`src/hdl/dsdc_pkg.sv`:
```
`default_nettype none
// ----------------------------------------------------------------------------
// dsdc_pkg: shared types and constants of the date / serial day converter
// Holds the field widths, the opcode and state encodings, the interfaces
// between the sequencer and its helper units, and the month length table.
// ----------------------------------------------------------------------------
package dsdc_pkg;

  // Field widths of the words on the two channels.
  localparam int OPC_W  = 3;
  localparam int YEAR_W = 14;
  localparam int MON_W  = 4;
  localparam int DAY_W  = 5;
  localparam int SER_W  = 23;

  // Width of the internal day index (days since 0001-01-01, signed).
  localparam int IW  = 26;
  // Width of the year counter; covers every allowed maximum year.
  localparam int YCW = 16;

  localparam int DAYS_YEAR = 365;
  localparam int DAYS_LEAP = 366;

  localparam logic [MON_W-1:0] MON_JAN = 4'd1;
  localparam logic [MON_W-1:0] MON_FEB = 4'd2;
  localparam logic [MON_W-1:0] MON_APR = 4'd4;
  localparam logic [MON_W-1:0] MON_JUN = 4'd6;
  localparam logic [MON_W-1:0] MON_SEP = 4'd9;
  localparam logic [MON_W-1:0] MON_NOV = 4'd11;
  localparam logic [MON_W-1:0] MON_DEC = 4'd12;

  typedef enum logic [OPC_W-1:0] {
    OP_TO_SERIAL   = 3'd0,
    OP_FROM_SERIAL = 3'd1,
    OP_NEXT_DAY    = 3'd2,
    OP_PREV_DAY    = 3'd3,
    OP_ADD_OFFSET  = 3'd4
  } op_t;

  typedef enum logic [3:0] {
    S_IDLE,
    S_CHECK,
    S_YUP,
    S_MUP,
    S_APPLY,
    S_RANGE,
    S_YDN,
    S_MDN,
    S_DONE
  } state_t;

  typedef struct packed {
    logic signed [IW-1:0] a;
    logic signed [IW-1:0] b;
    logic                 sub;
  } alu_req_t;

  typedef struct packed {
    logic signed [IW-1:0] sum;
    logic                 neg;
  } alu_rsp_t;

  typedef struct packed {
    logic clear;
    logic step;
  } year_ctl_t;

  // Number of days in month m; leap selects the long February.
  function automatic logic [DAY_W-1:0] month_len(input logic [MON_W-1:0] m,
                                                 input logic leap);
    logic [DAY_W-1:0] len;
    case (m) inside
      MON_FEB:                          len = leap ? 5'd29 : 5'd28;
      MON_APR, MON_JUN, MON_SEP, MON_NOV: len = 5'd30;
      default:                          len = 5'd31;
    endcase
    return len;
  endfunction

  // Day index of January 1st of year y; evaluated at elaboration only.
  function automatic int year_start_idx(input int y);
    int p;
    p = y - 1;
    return p * 365 + p / 4 - p / 100 + p / 400;
  endfunction

endpackage
`default_nettype wire

```
`src/hdl/date_serial_day_converter_top.sv`:
```
// to_serial walks up from year 1 to the input date; from_serial walks down
// from its day index to the result date. next_day, prev_day and add_offset
// walk both ways. The year walk runs through the shared adder, one year per
// cycle; the block works on one word at a time.
// Synchronous reset empties the sequencer and the output register.
`default_nettype none
// ----------------------------------------------------------------------------
// date_serial_day_converter_top: Gregorian date / serial day number unit
// Converts dates to signed serial day numbers and back, steps a date by one
// day or by a signed offset, and flags invalid or out-of-range words.
// ----------------------------------------------------------------------------
module date_serial_day_converter_top
  import dsdc_pkg::*;
#(
  parameter int BASE_YEAR = 1900,
  parameter int MAX_YEAR  = 9999
) (
  input  logic                    clk,
  input  logic                    rst,
  input  logic                    in_valid,
  output logic                    in_stall,
  input  logic [OPC_W-1:0]        opcode,
  input  logic [YEAR_W-1:0]       in_year,
  input  logic [MON_W-1:0]        in_month,
  input  logic [DAY_W-1:0]        in_day,
  input  logic signed [SER_W-1:0] in_serial,
  input  logic signed [SER_W-1:0] day_offset,
  output logic                    out_valid,
  input  logic                    out_stall,
  output logic [YEAR_W-1:0]       out_year,
  output logic [MON_W-1:0]        out_month,
  output logic [DAY_W-1:0]        out_day,
  output logic signed [SER_W-1:0] out_serial,
  output logic                    error_flag
);

  // Day index of the serial origin (serial 1) and of the last supported day.
  localparam logic signed [IW-1:0] BASE_IDX  = IW'(year_start_idx(BASE_YEAR));
  localparam logic signed [IW-1:0] BASE_M1   = IW'(year_start_idx(BASE_YEAR) - 1);
  localparam logic signed [IW-1:0] NEG_BASE  = IW'(-year_start_idx(BASE_YEAR));
  localparam logic signed [IW-1:0] ONE_MBASE = IW'(1 - year_start_idx(BASE_YEAR));
  localparam logic signed [IW-1:0] LAST_IDX  = IW'(year_start_idx(MAX_YEAR + 1) - 1);

  state_t state, state_next;

  // Captured input word.
  logic [OPC_W-1:0]        op_r;
  logic [YEAR_W-1:0]       yr_r;
  logic [MON_W-1:0]        mo_r;
  logic [DAY_W-1:0]        dy_r;
  logic signed [SER_W-1:0] ser_r;
  logic signed [SER_W-1:0] off_r;

  // Working registers: the day index accumulator, month counter, error.
  logic signed [IW-1:0] acc, acc_next;
  logic [MON_W-1:0]     mcnt, mcnt_next;
  logic                 err, err_next;

  logic load_out;

  alu_req_t       alu_req;
  alu_rsp_t       alu_rsp;
  year_ctl_t      yctl;
  logic [YCW-1:0] ycnt;
  logic           leap;

  logic signed [IW-1:0] ser_ext;
  logic signed [IW-1:0] off_ext;
  logic [DAY_W-1:0]     cur_mlen;
  logic signed [IW-1:0] cur_ylen;

  dsdc_alu u_alu (
    .req (alu_req),
    .rsp (alu_rsp)
  );

  dsdc_year u_year (
    .clk  (clk),
    .ctl  (yctl),
    .year (ycnt),
    .leap (leap)
  );

  // The block takes a new word only when the sequencer is idle; a finished
  // result waiting in the output register does not hold the input side.
  assign in_stall = (state != S_IDLE);

  assign ser_ext  = {{(IW-SER_W){ser_r[SER_W-1]}}, ser_r};
  assign off_ext  = {{(IW-SER_W){off_r[SER_W-1]}}, off_r};
  assign cur_mlen = month_len(mcnt, leap);
  assign cur_ylen = leap ? IW'(DAYS_LEAP) : IW'(DAYS_YEAR);

  always_ff @(posedge clk) begin
    if (rst) begin
      state <= S_IDLE;
    end else begin
      state <= state_next;
    end
  end

  always_ff @(posedge clk) begin
    acc  <= acc_next;
    mcnt <= mcnt_next;
    err  <= err_next;
    if (in_valid && !in_stall) begin
      op_r  <= opcode;
      yr_r  <= in_year;
      mo_r  <= in_month;
      dy_r  <= in_day;
      ser_r <= in_serial;
      off_r <= day_offset;
    end
  end

  // Sequencer. The forward walk sums year and month lengths from 0001-01-01
  // up to the input date. The backward walk subtracts them from a day index
  // until the remainder falls inside one month. Both use the same adder.
  always_comb begin
    state_next  = state;
    acc_next    = acc;
    mcnt_next   = mcnt;
    err_next    = err;
    yctl        = '0;
    alu_req.a   = acc;
    alu_req.b   = '0;
    alu_req.sub = 1'b0;
    load_out    = 1'b0;

    unique case (state)
      S_IDLE: begin
        if (in_valid) begin
          state_next = S_CHECK;
        end
      end

      S_CHECK: begin
        err_next = 1'b0;
        if (op_r > OP_ADD_OFFSET) begin
          err_next   = 1'b1;
          state_next = S_DONE;
        end else if (op_r == OP_FROM_SERIAL) begin
          if (ser_r == '0) begin
            err_next   = 1'b1;
            state_next = S_DONE;
          end else begin
            // Positive serials skip the missing serial zero.
            alu_req.a  = ser_ext;
            alu_req.b  = ser_r[SER_W-1] ? BASE_IDX : BASE_M1;
            acc_next   = alu_rsp.sum;
            state_next = S_RANGE;
          end
        end else if ((yr_r == '0) || (int'(yr_r) > MAX_YEAR) || (mo_r == '0) ||
                     (mo_r > MON_DEC) || (dy_r == '0)) begin
          err_next   = 1'b1;
          state_next = S_DONE;
        end else begin
          acc_next   = '0;
          yctl.clear = 1'b1;
          state_next = S_YUP;
        end
      end

      S_YUP: begin
        if (ycnt == YCW'(yr_r)) begin
          // The leap flag now belongs to the input year: finish the check.
          if (dy_r > month_len(mo_r, leap)) begin
            err_next   = 1'b1;
            state_next = S_DONE;
          end else begin
            mcnt_next  = MON_JAN;
            state_next = S_MUP;
          end
        end else begin
          alu_req.b = cur_ylen;
          acc_next  = alu_rsp.sum;
          yctl.step = 1'b1;
        end
      end

      S_MUP: begin
        if (mcnt == mo_r) begin
          alu_req.b  = {{(IW-DAY_W){1'b0}}, DAY_W'(dy_r - 1'b1)};
          acc_next   = alu_rsp.sum;
          state_next = S_APPLY;
        end else begin
          alu_req.b = {{(IW-DAY_W){1'b0}}, cur_mlen};
          acc_next  = alu_rsp.sum;
          mcnt_next = mcnt + 1'b1;
        end
      end

      S_APPLY: begin
        unique case (op_r)
          OP_TO_SERIAL: begin
            // Dates on or after the origin count from 1, earlier ones from -1.
            alu_req.b  = (acc >= BASE_IDX) ? ONE_MBASE : NEG_BASE;
            acc_next   = alu_rsp.sum;
            state_next = S_DONE;
          end
          OP_NEXT_DAY: begin
            alu_req.b  = {{(IW-1){1'b0}}, 1'b1};
            acc_next   = alu_rsp.sum;
            state_next = S_RANGE;
          end
          OP_PREV_DAY: begin
            alu_req.b  = {IW{1'b1}};
            acc_next   = alu_rsp.sum;
            state_next = S_RANGE;
          end
          OP_ADD_OFFSET: begin
            alu_req.b  = off_ext;
            acc_next   = alu_rsp.sum;
            state_next = S_RANGE;
          end
          default: begin
            err_next   = 1'b1;
            state_next = S_DONE;
          end
        endcase
      end

      S_RANGE: begin
        if (acc[IW-1] || (acc > LAST_IDX)) begin
          err_next   = 1'b1;
          state_next = S_DONE;
        end else begin
          yctl.clear = 1'b1;
          state_next = S_YDN;
        end
      end

      S_YDN: begin
        alu_req.sub = 1'b1;
        alu_req.b   = cur_ylen;
        if (!alu_rsp.neg) begin
          acc_next  = alu_rsp.sum;
          yctl.step = 1'b1;
        end else begin
          mcnt_next  = MON_JAN;
          state_next = S_MDN;
        end
      end

      S_MDN: begin
        alu_req.sub = 1'b1;
        alu_req.b   = {{(IW-DAY_W){1'b0}}, cur_mlen};
        if ((mcnt != MON_DEC) && !alu_rsp.neg) begin
          acc_next  = alu_rsp.sum;
          mcnt_next = mcnt + 1'b1;
        end else begin
          state_next = S_DONE;
        end
      end

      S_DONE: begin
        if (!out_valid || !out_stall) begin
          load_out   = 1'b1;
          state_next = S_IDLE;
        end
      end

      default: begin
        state_next = S_IDLE;
      end
    endcase
  end

  // Output register. A failed word reports zeros beside the error flag;
  // to_serial echoes the date, the other opcodes report the walked date.
  always_ff @(posedge clk) begin
    if (rst) begin
      out_valid <= 1'b0;
    end else if (load_out) begin
      out_valid <= 1'b1;
    end else if (!out_stall) begin
      out_valid <= 1'b0;
    end
  end

  always_ff @(posedge clk) begin
    if (load_out) begin
      error_flag <= err;
      if (err) begin
        out_year   <= '0;
        out_month  <= '0;
        out_day    <= '0;
        out_serial <= '0;
      end else if (op_r == OP_TO_SERIAL) begin
        out_year   <= yr_r;
        out_month  <= mo_r;
        out_day    <= dy_r;
        out_serial <= acc[SER_W-1:0];
      end else begin
        out_year   <= ycnt[YEAR_W-1:0];
        out_month  <= mcnt;
        out_day    <= DAY_W'(acc[DAY_W-1:0] + 1'b1);
        out_serial <= '0;
      end
    end
  end

endmodule
`default_nettype wire

```
`src/hdl/dsdc_alu.sv`:
```
`default_nettype none
// ----------------------------------------------------------------------------
// dsdc_alu: shared adder of the converter
// One signed add or subtract on the day index, with the sign of the result
// used as the compare outcome by the walking states.
// ----------------------------------------------------------------------------
module dsdc_alu
  import dsdc_pkg::*;
(
  input  alu_req_t req,
  output alu_rsp_t rsp
);

  logic signed [IW-1:0] b_eff;

  assign b_eff   = req.sub ? ~req.b : req.b;
  assign rsp.sum = req.a + b_eff + {{(IW-1){1'b0}}, req.sub};
  assign rsp.neg = rsp.sum[IW-1];

endmodule
`default_nettype wire

```
`src/hdl/dsdc_year.sv`:
```
`default_nettype none
// ----------------------------------------------------------------------------
// dsdc_year: year counter with leap tracking
// Counts years from 1 upward and keeps the year modulo 4, 100 and 400 in
// wrapping counters, so the leap flag needs no division.
// ----------------------------------------------------------------------------
module dsdc_year
  import dsdc_pkg::*;
(
  input  logic            clk,
  input  year_ctl_t       ctl,
  output logic [YCW-1:0]  year,
  output logic            leap
);

  localparam logic [6:0] C100_LAST = 7'd99;
  localparam logic [8:0] C400_LAST = 9'd399;

  logic [1:0] c4;
  logic [6:0] c100;
  logic [8:0] c400;

  always_ff @(posedge clk) begin
    if (ctl.clear) begin
      year <= {{(YCW-1){1'b0}}, 1'b1};
      c4   <= 2'd1;
      c100 <= 7'd1;
      c400 <= 9'd1;
    end else if (ctl.step) begin
      year <= year + 1'b1;
      c4   <= c4 + 1'b1;
      c100 <= (c100 == C100_LAST) ? 7'd0 : c100 + 1'b1;
      c400 <= (c400 == C400_LAST) ? 9'd0 : c400 + 1'b1;
    end
  end

  assign leap = (c400 == 9'd0) || ((c100 != 7'd0) && (c4 == 2'd0));

endmodule
`default_nettype wire

```
`config.mk`:
```
export PLATFORM = sky130hd
export DESIGN_NAME = date_serial_day_converter_top
export DESIGN_NICKNAME = d
export VERILOG_FILES = /design/src/hdl/dsdc_pkg.sv /design/src/hdl/date_serial_day_converter_top.sv /design/src/hdl/dsdc_alu.sv /design/src/hdl/dsdc_year.sv
export SDC_FILE = /design/constraint.sdc
export NUM_CORES = 1
export LEC_CHECK = 0
export BUFFER_PORTS_ARGS = -buffer_cell sky130_fd_sc_hd__clkbuf_2
export CAP_MARGIN = 20
export CORE_MARGIN = 1
export CORE_UTILIZATION = 35
export CTS_CLUSTER_DIAMETER = 80
export DETAILED_ROUTE_END_ITERATION = 16
export PLACE_DENSITY_LB_ADDON = 0.05
export SLEW_MARGIN = 25
export SYNTH_ARGS = -nofsm -noshare
export SYNTH_HDL_FRONTEND = slang
export SYNTH_HIERARCHICAL = 1
export SYNTH_SLANG_ARGS = --single-unit
```
`constraint.sdc`:
```
create_clock -name clk -period 5 [get_ports clk]
set_input_delay 0.75 -clock clk [delete_from_list [all_inputs] [get_ports clk]]
set_output_delay 0.75 -clock clk [all_outputs]
set_load 0.05 [all_outputs]
```
### After elaboration in Yosys (flattened, before gate mapping)

Cells that the tools add are included.

* register bits after elaboration: 189
* output and inout port bits: 49
* word-level logic and storage cells: 195

* add/sub/neg operators: 9
* magnitude comparators: 6
* equality and inequality tests: 46
* muxes and demuxes: 75
* bitwise logic cells: 2
* reductions and logical operators: 37

Operators by type and width (count)
* $pmux W26 S6: 2
* $mux W26: 10
* $mux W52: 3
* $pmux W26 S4: 1
* $mux W4: 19
* $pmux W4 S9: 1
* $eq A4 B3 Y1 const B: 8
* $ne A2 B2 Y1 const B: 16
* $add A26 B1 Y26: 1
* $add A26 B26 Y26: 1
* $ge A26 B21 Y1 const B: 1
* $gt A26 B23 Y1 const B: 1
* $not A26 Y26: 1
* $mux W5: 5
* $logic_not A23 Y1: 1
* $mux W1: 23
* $eq A4 B4 Y1 const B: 5
* $mux W9: 2
* $add A16 B1 Y16 const B: 1
* $eq A16 B14 Y1: 1
* $eq A4 B2 Y1 const B: 4
* $pmux W4 S4: 1
* $gt A14 B14 Y1 const B: 1
* $logic_not A14 Y1: 1
* 42 further kinds: 65

### Depth between registers and ports, before layout

Gate-level depths: netlist of the first run.

* depth in word-level cells: 15
* depth in mapped cells: 23
* depth with buffers taken out: 22

### Hierarchy

Netlist of the first run, hierarchy kept.

By module, submodules not included
* date_serial_day_converter_top: times used 1, cells each 625, area each 7487.2 µm², seq. area each 4604.4 µm²
* dsdc_alu: times used 1, cells each 243, area each 1739.2 µm², seq. area each 0.0 µm²
* dsdc_year: times used 1, cells each 178, area each 1587.8 µm², seq. area each 680.7 µm²

### Worst setup path after synthesis of the first run

OpenSTA, ideal clock, no wires.

* path kind: reg2reg
* from: register yr_r[2]
* to: register acc[0], enable pin
* setup time: 0.385 ns
* arrival: 4.550 ns
* data required time: 4.615 ns
* setup slack: 0.064 ns
* cell stages (with the launch flop): 18
* buffers on the path: 0
* period minus slack after synthesis: 4.936 ns
* path through: edfxtp_1 -> xor2_1 -> or3_4 -> nor4_4 -> a21oi_2 -> or4b_1 -> xor2_1 -> ha_1 -> a21o_1 -> a31oi_4 -> or3_1 -> a21oi_1 -> nor3b_1 -> o221a_2 -> nor2b_1 -> nor2_1 -> o221ai_1 -> and3_1

RTL lines
* start, declared: line date_serial_day_converter_top.sv:48 `logic [YEAR_W-1:0] yr_r;`
* start signal, assigned: line date_serial_day_converter_top.sv:107 `yr_r <= in_year;`
* end signal, assigned: line date_serial_day_converter_top.sv:102 `acc <= acc_next;`
* end, declared: line date_serial_day_converter_top.sv:55 `logic signed [IW-1:0] acc, acc_next;`

==> metrics.cfg, run 1 <==
[floorplan]
die_w_um = 178
dieArea_um2 = 31600
dieHeight_um = 178
pin_count = 125
initial_utilization_pct = 36.0
rows = 63
core_area_um2 = 30000

[power_and_ir_drop]
peakVddDrop_mv = 0.253
p_leak_nw = 5.63
power_density_nw_per_um2 = 503

[logic_synthesis]
synth-edff-count = 150
synth_nets = 1166
netlist_area_um2 = 10800
ys_warn_count = 6
yosysTopAreaCell = edfxtp_1
ys_ff_latch = 189
synthCells = 1046
synth_top_cell_area_share_pct = 41.7
async_flop_share_pct = 0
netlist_top_cells_area = edfxtp_1 (42%), dfxtp_1 (7.2%), ha_1 (5.0%)
syn-mean-instance-area_um2 = 10.3
synth_seq_area_share_pct = 48.9
synth_top_flop_cell = edfxtp_1
synthDistinctLibCells = 83

[final_layout]
fin_nets = 1407
final_common_cell = edfxtp_1
postLayoutCellArea_um2 = 13600
final_cell_mix = edfxtp_1 (150), buf_4 (148), clkbuf_2 (124), nand2_1 (103), a21oi_1 (81)
syn_to_final_growth_pct = 25.6
fin_cells = 1690
fillCellCount = 2850
num_antenna_cells = 0
layout-drive-gt1-share_pct = 27.8

[place]
place_area_um2 = 12800
dp_cells = 1649
port_buffers = 124
place_ws_ns = -0.394
gp_congestion = 0.836
dp_hpwl_um = 23500

[worst_setup_path]
r2r-start = ser_r[0]$_DFFE_PP_
r2r-end = mcnt[0]$_SDFFCE_PN1P_
end_kind = flop
crit_buf_inv = 3
critical_path_required_ns = 5.17
cp_common_cell = buf_4
cp_top_family = compound AO/OA/AOI/OAI gates
cp-start-kind = flop
max_stage_delay_ns = 0.46
r2r_setup_slack_ns = 0.15
r2r.worst_path.cells = 17
critPathArrivalTime_ns = 5.02
path_class = reg -> reg
crit_fanout = 20
crit_path_top_delay_cell = edfxtp_1
crit_chain = nor4_4, nand4_1, o21ai_2, buf_4, buf_8, mux2_1, ha_1, and4_1, and2_1, a22oi_1, o2111ai_1, o211a_1, o221a_4, a31o_2, a21o_1, a2111oi_2, buf_4

[clocking]
clock_sinks = 189
cts_buffers = 17
clkLatencyLatePin_ns = 0.46
clkTransAtPathRegs_ns = 0.08
h-tree-depth = 4
cts_tree = built
cts.root.buffer_cell = clkbuf_16
clockBufferDepth = 2
cts_hold_buf = 0

[global_route]
grt_pass1_vias = 8222
grt_overflow = 0
antenna_found_initial = 0
grt_pass1_wl_um = 47000
grtUsageTotal_pct = 19.8
grt_max_degree = 48

[sta]
setup_viol = 0
setup-tns-final_ns = 0
fmax_mhz = 206
period_share_pct = 97.1
drv_slew = 0
clock_skew_ns = 0.0130
relSlewSlack_pct = 53.7
worst_pin_slew_ns = 0.692
fin_ws_ns = 0.147
period_minus_slack_ns = 4.85
report.final.hold_viol_count = 0

[drt]
post-route-drc-count = 0
routed_wl_um = 30300
antenna_left = 0
wl_per_cell_um = 18.0
via_per_inst = 5.12
first_pass_iters = 5
vias = 8652
drt-initial-drc-count = 600

[min_path]
hold_end = dy_r[1]$_DFFE_PP_
hold_depth = 1
min_path_type = in -> reg
hp-start = in_day[1]

[status]
status = finished, final reports clean

[run]
drv_cap = 0

==> how the worst max path moves through the flow <==
stage                       startpoint                    end  cells past startpoint
floorplan            yr_r[2]$_DFFE_PP_       acc[0]$_DFFE_PP_                     17
global placement    ser_r[0]$_DFFE_PP_  mcnt[0]$_SDFFCE_PN1P_                     17
detailed placement  ser_r[0]$_DFFE_PP_  state[2]$_SDFFE_PP0P_                     20
CTS                   acc[0]$_DFFE_PP_  mcnt[0]$_SDFFCE_PN1P_                     18
global route         acc[11]$_DFFE_PP_  state[1]$_SDFFE_PP0P_                     20
finish              ser_r[0]$_DFFE_PP_  mcnt[0]$_SDFFCE_PN1P_                     17
==> per-layer routing <==
metal / track usage [%] / vias up / share of wire, %
met5: 0 / - / 0
met1: 30.2 / 4041 / 52
met2: 28.1 / 238 / 41
met3: 3.36 / 37 / 4.9
li1: - / 4336 / -
met4: 5.98 / 0 / 1.6
==> cells in the mapped netlist, drive strengths merged (27+ instances only) <==
cell	instances
dfxtp	39
nor2	65
xor2	56
and2	27
edfxtp	150
clkbuf	35
xnor2	36
a21oi	88
ha	43
o21ai	51
nor2b	33
nand2	103
==> registers in the layout, summed over array words and instances, names as in the netlist, 2 cells and up <==
register     count
op_r             3
yr_r            14
u_year/year     16
dy_r             5
out_year        14
mcnt             4
out_day          5
off_r           23
u_year/c4        2
acc             26
out_month        4
state            4
u_year/c400      9
out_serial      23
u_year/c100      7
mo_r             4
ser_r           23
==> cells by family (layout without fill, tap and decap cells) <==
family          after synthesis  in the layout  synth area share, %
simple gates                382            382                 18.9
compound gates              229            229                 13.4
flops                       189            189                 48.9
xor+xnor                     92             92                 7.45
buf+inv                      79            333                 3.07
fa+ha+maj                    44             44                 5.16
mux                          31             31                 3.18
==> report_power, final <==
part | internal (mW) | total, mW | switching, mW
registers | 2.21 | 2.49 | 0.283
logic | 1.26 | 3.01 | 1.75
clock network | 0.698 | 1.33 | 0.631
==> what timing repair did <==
action | in CTS | in global routing
gates cloned | 0 | 0
buffers inserted | 2 | 7
endpoints found under the setup margin | 67 | 68
resized for setup | 7 | 21
pin swaps | 5 | 24
==> final cells by class <==
type,instances,area [um^2],share of cell area [%]
Clock buffer,19,433,3.19
Clock inverter,13,129,0.949
Inverter,26,97.6,0.719
Multi-Input combinational cell,778,5360,39.5
Sequential cell,189,5290,38.9
Tap cell,390,488,3.59
Timing Repair Buffer,275,1790,13.2
==> through the flow <==
step / power [mW] / hold WS [ns] / utilization [%]
floorplan: 4.28 / 0.424 / -
global placement: 5.47 / 0.477 / 42.6
detailed placement: 5.45 / 0.482 / 42.6
CTS: 6.83 / 0.437 / 44.7
global route: 7.27 / 0.445 / 45.2
finish: 6.83 / 0.462 / 45.2
Power figures use the tool's default switching activity.
==> run 2: changes to the inputs <==
==> constraint.sdc (replaced) <==
create_clock -name clk -period 5 [get_ports clk]
set_input_delay 0.25 -clock clk [delete_from_list [all_inputs] [get_ports clk]]
set_output_delay 0.25 -clock clk [all_outputs]
set_load 0.05 [all_outputs]
==> metrics.cfg, run 2 (synthesized netlist as in run 1, its figures left out) <==
[status]
status = finished, final reports clean  ; unchanged

[sta]
drv_slew = 0  ; unchanged
relSlewSlack_pct = 53.5  ; was 53.7%
worst_pin_slew_ns = 0.694  ; was 0.692 ns
period_share_pct = 96.2  ; was 97.1%
period_minus_slack_ns = 4.81  ; was 4.85 ns
report.final.hold_viol_count = 0  ; unchanged
fmax_mhz = 208  ; was 206 MHz
clock_skew_ns = 0.0139  ; was 0.0130 ns
setup_viol = 0  ; unchanged
setup-tns-final_ns = 0  ; unchanged

[global_route]
grt_overflow = 0  ; unchanged
grt_pass1_wl_um = 47900  ; was 47000 um
grt_pass1_vias = 8496  ; was 8222
antenna_found_initial = 0  ; unchanged
grtUsageTotal_pct = 20.1  ; was 19.8%
grt_max_degree = 48  ; unchanged

[power_and_ir_drop]
power_density_nw_per_um2 = 481  ; was 503 nW/um^2
p_sw_mw = 2.68  ; was 2.67 mW
swShare_pct = 38.9  ; was 39.0%
clock_power_share_pct = 19.4  ; was 19.5%
finalPower_mw = 6.88  ; was 6.83 mW
seq_power_share_pct = 36.2  ; was 36.5%
peakVddDrop_mv = 0.254  ; was 0.253 mV
intPower_mw = 4.20  ; was 4.16 mW
comb_power_share_pct = 44.4  ; was 44.0%
p_leak_nw = 5.93  ; was 5.63 nW

[clocking]
clkTransAtPathRegs_ns = 0.07  ; was 0.08 ns
clockBufferDepth = 2  ; unchanged
clock_sinks = 189  ; unchanged
cts.root.buffer_cell = clkbuf_16  ; unchanged
cts_tree = built  ; unchanged
cts_buffers = 17  ; unchanged
clkLatencyLatePin_ns = 0.46  ; about the same
h-tree-depth = 4  ; unchanged

[drt]
vias = 8942  ; was 8652
antenna_left = 0  ; unchanged
routed_wl_um = 30800  ; was 30300 um
post-route-drc-count = 0  ; unchanged
via_per_inst = 5.07  ; was 5.12
first_pass_iters = 5  ; unchanged
wl_per_cell_um = 17.5  ; was 18.0 um
drt-initial-drc-count = 542  ; was 600

[min_path]
hold_depth = 1  ; unchanged
min_path_type = in -> reg  ; unchanged

[final_layout]
largest-register = acc  ; unchanged
postLayoutCellArea_um2 = 14300  ; was 13600 um^2
largest_reg_flops = 26  ; unchanged
fin_nets = 1479  ; was 1407
fin_cells = 1762  ; was 1690
num_antenna_cells = 0  ; unchanged
final_cell_mix = edfxtp_1 (150), buf_4 (148), clkbuf_2 (124), nand2_1 (103), a21oi_1 (81)  ; unchanged
post-route-util_pct = 47.6  ; was 45.2%
layout-drive-gt1-share_pct = 26.3  ; was 27.8%
syn_to_final_growth_pct = 32.3  ; was 25.6%
final_common_cell = edfxtp_1  ; unchanged

[floorplan]
die_w_um = 178  ; unchanged
initial_utilization_pct = 36.0  ; unchanged
dieArea_um2 = 31600  ; unchanged
pin_count = 125  ; unchanged
rows = 63  ; unchanged
core_area_um2 = 30000  ; unchanged
dieHeight_um = 178  ; unchanged

[place]
port_buffers = 124  ; unchanged
gp_congestion = 0.836  ; unchanged
dp_cells = 1649  ; unchanged
place_area_um2 = 12800  ; unchanged
dp_hpwl_um = 23500  ; unchanged

[worst_setup_path]
critPathArrivalTime_ns = 4.98  ; was 5.02 ns
r2r.worst_path.cells = 17  ; unchanged
path_class = reg -> reg  ; unchanged
crit_fanout = 20  ; unchanged
end_kind = flop  ; unchanged
critical_path_required_ns = 5.17  ; about the same
r2r_setup_slack_ns = 0.19  ; was 0.15 ns
cp-start-kind = flop  ; unchanged

[run]
drv_cap = 0  ; unchanged

==> run 2: final cells by class <==
cell class                 count  area [um^2]
clock inverter                13          129
multi-input combinational    778         5360
timing repair buffer         347         2510
sequential                   189         5290
inverter                      26         97.6
fill                        2792        15700
clock buffer                  19          433
tap                          390          488
==> run 2: power groups by stage <==
stage               combinational [mW]  sequential [mW]  clock, mW
floorplan                         1.66             2.63          0
global placement                  2.94             2.52          0
detailed placement                2.94             2.52          0
CTS                               3.01             2.49       1.37
global route                      3.36             2.54       1.43
finish                            3.05             2.49       1.33
==> run 2: metrics by stage <==
stage	setup WS [ns]	hold slack, ns
finish	0.188	0.0211
global route	-0.00871	0.00785
CTS	0.00219	0.0138
detailed placement	-0.394	0.429
global placement	-0.297	0.427
floorplan	0.0644	0.319
==> run 2: final timing paths <==
kind,startpoint,endpoint
max,ser_r[0]$_DFFE_PP_,mcnt[0]$_SDFFCE_PN1P_
min,in_serial[1],ser_r[1]$_DFFE_PP_
max reg2reg,ser_r[0]$_DFFE_PP_,mcnt[0]$_SDFFCE_PN1P_
min reg2reg,u_year/c400[8]$_SDFFE_PP0P_,u_year/c400[8]$_SDFFE_PP0P_
==> run 2: timing repair <==
| action | in CTS | in global routing |
|---|---|---|
| resized for setup | 7 | 21 |
| hold buffers | 72 | 0 |
| setup endpoints to repair | 67 | 68 |
| gates cloned | 0 | 0 |
| pin swaps | 5 | 24 |
| hold endpoints to repair | 72 | 0 |
| buffers inserted | 2 | 7 |
==> run 2: worst max-delay path: stages (launching register included) <==
cell and delay, ns:
edfxtp_1 0.46, nor4_4 0.39, nand4_1 0.25, o21ai_2 0.22
buf_4 0.14, buf_8 0.17, mux2_1 0.36, ha_1 0.36
a21oi_2 0.20, o21ai_0 0.14, a22oi_1 0.23, o2111ai_1 0.15
o211a_1 0.24, o221a_4 0.26, a31o_2 0.23, a21o_1 0.18
a2111oi_2 0.35, buf_4 0.19
==> run 2: metal layers <==
layer	global-route usage, %	part of all wire [%]	vias up
met2	29.2	42	229
met3	3.19	4.3	32
li1	-	-	4477
met1	30.3	52	4204
met5	0	0	-
met4	5.98	1.5	0
==> run 3: changes to the inputs <==
--- a/config.mk
+++ b/config.mk
@@ -5,7 +5,7 @@
 export SDC_FILE = /design/constraint.sdc
 export NUM_CORES = 1
 export LEC_CHECK = 0
-export BUFFER_PORTS_ARGS = -buffer_cell sky130_fd_sc_hd__clkbuf_2
+export BUFFER_PORTS_ARGS = -buffer_cell sky130_fd_sc_hd__buf_2
 export CAP_MARGIN = 20
 export CORE_MARGIN = 1
 export CORE_UTILIZATION = 35
==> metrics.cfg, run 3 (synthesized netlist as in run 1, its figures left out) <==
[final_layout]
final_common_cell = edfxtp_1  ; unchanged
fin_cells = 1755  ; was 1762
fin_nets = 1472  ; was 1479
largest-register = acc  ; unchanged
layout-drive-gt1-share_pct = 26.9  ; was 26.3%
final_cell_mix = edfxtp_1 (150), buf_4 (136), buf_2 (124), nand2_1 (103), a21oi_1 (83)  ; was edfxtp_1 (150), buf_4 (148), clkbuf_2 (124), nand2_1 (103), a21oi_1 (81)
seq_area_um2 = 5290  ; unchanged
syn_to_final_growth_pct = 33.4  ; was 32.3%
post-route-util_pct = 48.0  ; was 47.6%
fillCellCount = 2832  ; was 2792
num_antenna_cells = 0  ; unchanged
multi_input_area_um2 = 5460  ; was 5360 um^2
largest_reg_flops = 26  ; unchanged

[drt]
routed_wl_um = 31400  ; was 30800 um
post-route-drc-count = 0  ; unchanged
wl_per_cell_um = 17.9  ; was 17.5 um
first_pass_iters = 5  ; unchanged
drt-initial-drc-count = 571  ; was 542
antenna_left = 0  ; unchanged
via_per_inst = 5.08  ; was 5.07
vias = 8911  ; was 8942

[worst_setup_path]
cp-start-kind = flop  ; unchanged
r2r_setup_slack_ns = 0.06  ; was 0.19 ns
crit_fanout = 5  ; was 20
crit_chain = nor4_2, buf_4, nand4_1, o21ai_2, buf_4, buf_4, buf_4, nand3_2, a311o_1, xor2_2, ha_4, a31oi_4, or3_4, a21oi_4, o211a_1, o221a_4, nor2b_4, a21oi_1, or3_1, nand4bb_1, or4_4, o21ai_2  ; was nor4_4, nand4_1, o21ai_2, buf_4, buf_8, mux2_1, ha_1, a21oi_2, o21ai_0, a22oi_1, o2111ai_1, o211a_1, o221a_4, a31o_2, a21o_1, a2111oi_2, buf_4
max_stage_delay_ns = 0.47  ; was 0.46 ns
critical_path_required_ns = 5.38  ; was 5.17 ns
crit_start = ser_r[11]$_DFFE_PP_  ; was ser_r[0]$_DFFE_PP_
r2r.worst_path.cells = 22  ; was 17
path_class = reg -> reg  ; unchanged
crit_path_top_delay_cell = or4_4  ; was edfxtp_1
end_kind = flop  ; unchanged
r2r-start = ser_r[11]$_DFFE_PP_  ; was ser_r[0]$_DFFE_PP_
r2r-end = state[2]$_SDFFE_PP0P_  ; was mcnt[0]$_SDFFCE_PN1P_
critPathArrivalTime_ns = 5.32  ; was 4.98 ns
cp_common_cell = buf_4  ; unchanged

[clocking]
cts_buffers = 17  ; unchanged
clockBufferDepth = 2  ; unchanged
clkTransAtPathRegs_ns = 0.07  ; about the same
clock_sinks = 189  ; unchanged
cts.root.buffer_cell = clkbuf_16  ; unchanged
cts_tree = built  ; unchanged
clkLatencyLatePin_ns = 0.45  ; was 0.46 ns
h-tree-depth = 4  ; unchanged

[power_and_ir_drop]
peakVddDrop_mv = 0.278  ; was 0.254 mV
power_density_nw_per_um2 = 492  ; was 481 nW/um^2
p_leak_nw = 5.94  ; was 5.93 nW

[run]
drv_cap = 0  ; unchanged

[floorplan]
dieArea_um2 = 31600  ; unchanged
core_area_um2 = 30000  ; unchanged
dieHeight_um = 178  ; unchanged
initial_utilization_pct = 36.0  ; unchanged
rows = 63  ; unchanged
pin_count = 125  ; unchanged
die_w_um = 178  ; unchanged

[min_path]
hp-start = out_stall  ; was in_serial[1]
hold_depth = 3  ; was 1
min_path_type = in -> reg  ; unchanged
hold_end = out_valid$_SDFFE_PP0P_  ; was ser_r[1]$_DFFE_PP_

[sta]
period_minus_slack_ns = 4.94  ; was 4.81 ns
fmax_mhz = 203  ; was 208 MHz
period_share_pct = 98.7  ; was 96.2%
clock_skew_ns = 0.0138  ; was 0.0139 ns
report.final.hold_viol_count = 0  ; unchanged
drv_slew = 0  ; unchanged
relSlewSlack_pct = 52.8  ; was 53.5%
rsz0062_at_grt = yes
setup_viol = 0  ; unchanged
worst_pin_slew_ns = 0.702  ; was 0.694 ns

[global_route]
grt_overflow = 0  ; unchanged
antenna_found_initial = 1  ; was 0
grt_pass1_wl_um = 47600  ; was 47900 um
grt_pass1_vias = 8436  ; was 8496
grtUsageTotal_pct = 20.1  ; about the same
grt_max_degree = 73  ; was 48

[place]
dp_cells = 1633  ; was 1649
port_buffers = 124  ; unchanged
gp_congestion = 0.862  ; was 0.836
dp_hpwl_um = 23200  ; was 23500 um

[status]
status = finished, final reports clean  ; unchanged

[run 3: layer usage]
layer | track usage, % | up-vias | part of all wire (%)
met5 | 0 | - | 0
met4 | 4.91 | 0 | 0.82
met3 | 3.90 | 7 | 4.9
met2 | 29.2 | 238 | 42
met1 | 30.1 | 4210 | 52
li1 | - | 4456 | -
[run 3: worst max path at each step]
stage | end | slack (ns) | cells after the start
finish | state[2]$_SDFFE_PP0P_ | 0.06 | 22
global route | state[2]$_SDFFE_PP0P_ | -0.16 | 23
CTS | mcnt[3]$_SDFFCE_PN0P_ | 0.004 | 18
detailed placement | mcnt[3]$_SDFFCE_PN0P_ | -0.35 | 19
global placement | u_year/year[12]$_SDFFE_PP0P_ | -0.23 | 19
floorplan | acc[0]$_DFFE_PP_ | 0.06 | 17
[run 3: repair_timing]
item                                    CTS  global route
cloned                                    0             1
resized for setup                         7            41
pin swaps                                 3            29
buffers inserted                          2            13
hold buffers                             72             1
hold endpoints to repair                 72             1
endpoints found under the setup margin   66            64
[run 3: worst max-delay path: cells and delay by family, from the launching register on]
kind	cells	cell delay, ns
AOI/OAI and AO/OA	8	1.56
DFF	1	0.45
adders and majority gates	1	0.29
buffers and inverters	4	0.52
xor gates and xnor gates	1	0.18
and+or+nand+nor	8	1.87
[run 3: cell type report]
class | instances | area share [%]
repair buffers | 340 | 17.3
well taps | 390 | 3.38
flip-flops and latches | 189 | 36.6
inverters | 26 | 0.677
multi-input cells | 778 | 37.9
clock buffers | 18 | 2.98
clock inverters | 14 | 1.20
[run 3: metrics by stage]
step                cell area, um^2  hold slack [ns]  setup WS (ns)  power (mW)  TNS [ns]
floorplan                     10800            0.319         0.0644        4.28         0
global placement              12700            0.427         -0.227        5.45     -8.06
detailed placement            12700            0.428         -0.348        5.44    -13.30
CTS                           14100         0.000130        0.00444        6.94         0
global route                  14400            0.111         -0.156        7.54     -3.88
finish                        14400            0.132         0.0628        7.09         0
[run 3: power breakdown]
| part | total [mW] | internal (mW) | switching, mW |
|---|---|---|---|
| clock | 1.41 | 0.757 | 0.652 |
| combinational | 3.18 | 1.36 | 1.82 |
| sequential | 2.50 | 2.21 | 0.295 |
| total | 7.09 | 4.33 | 2.77 |
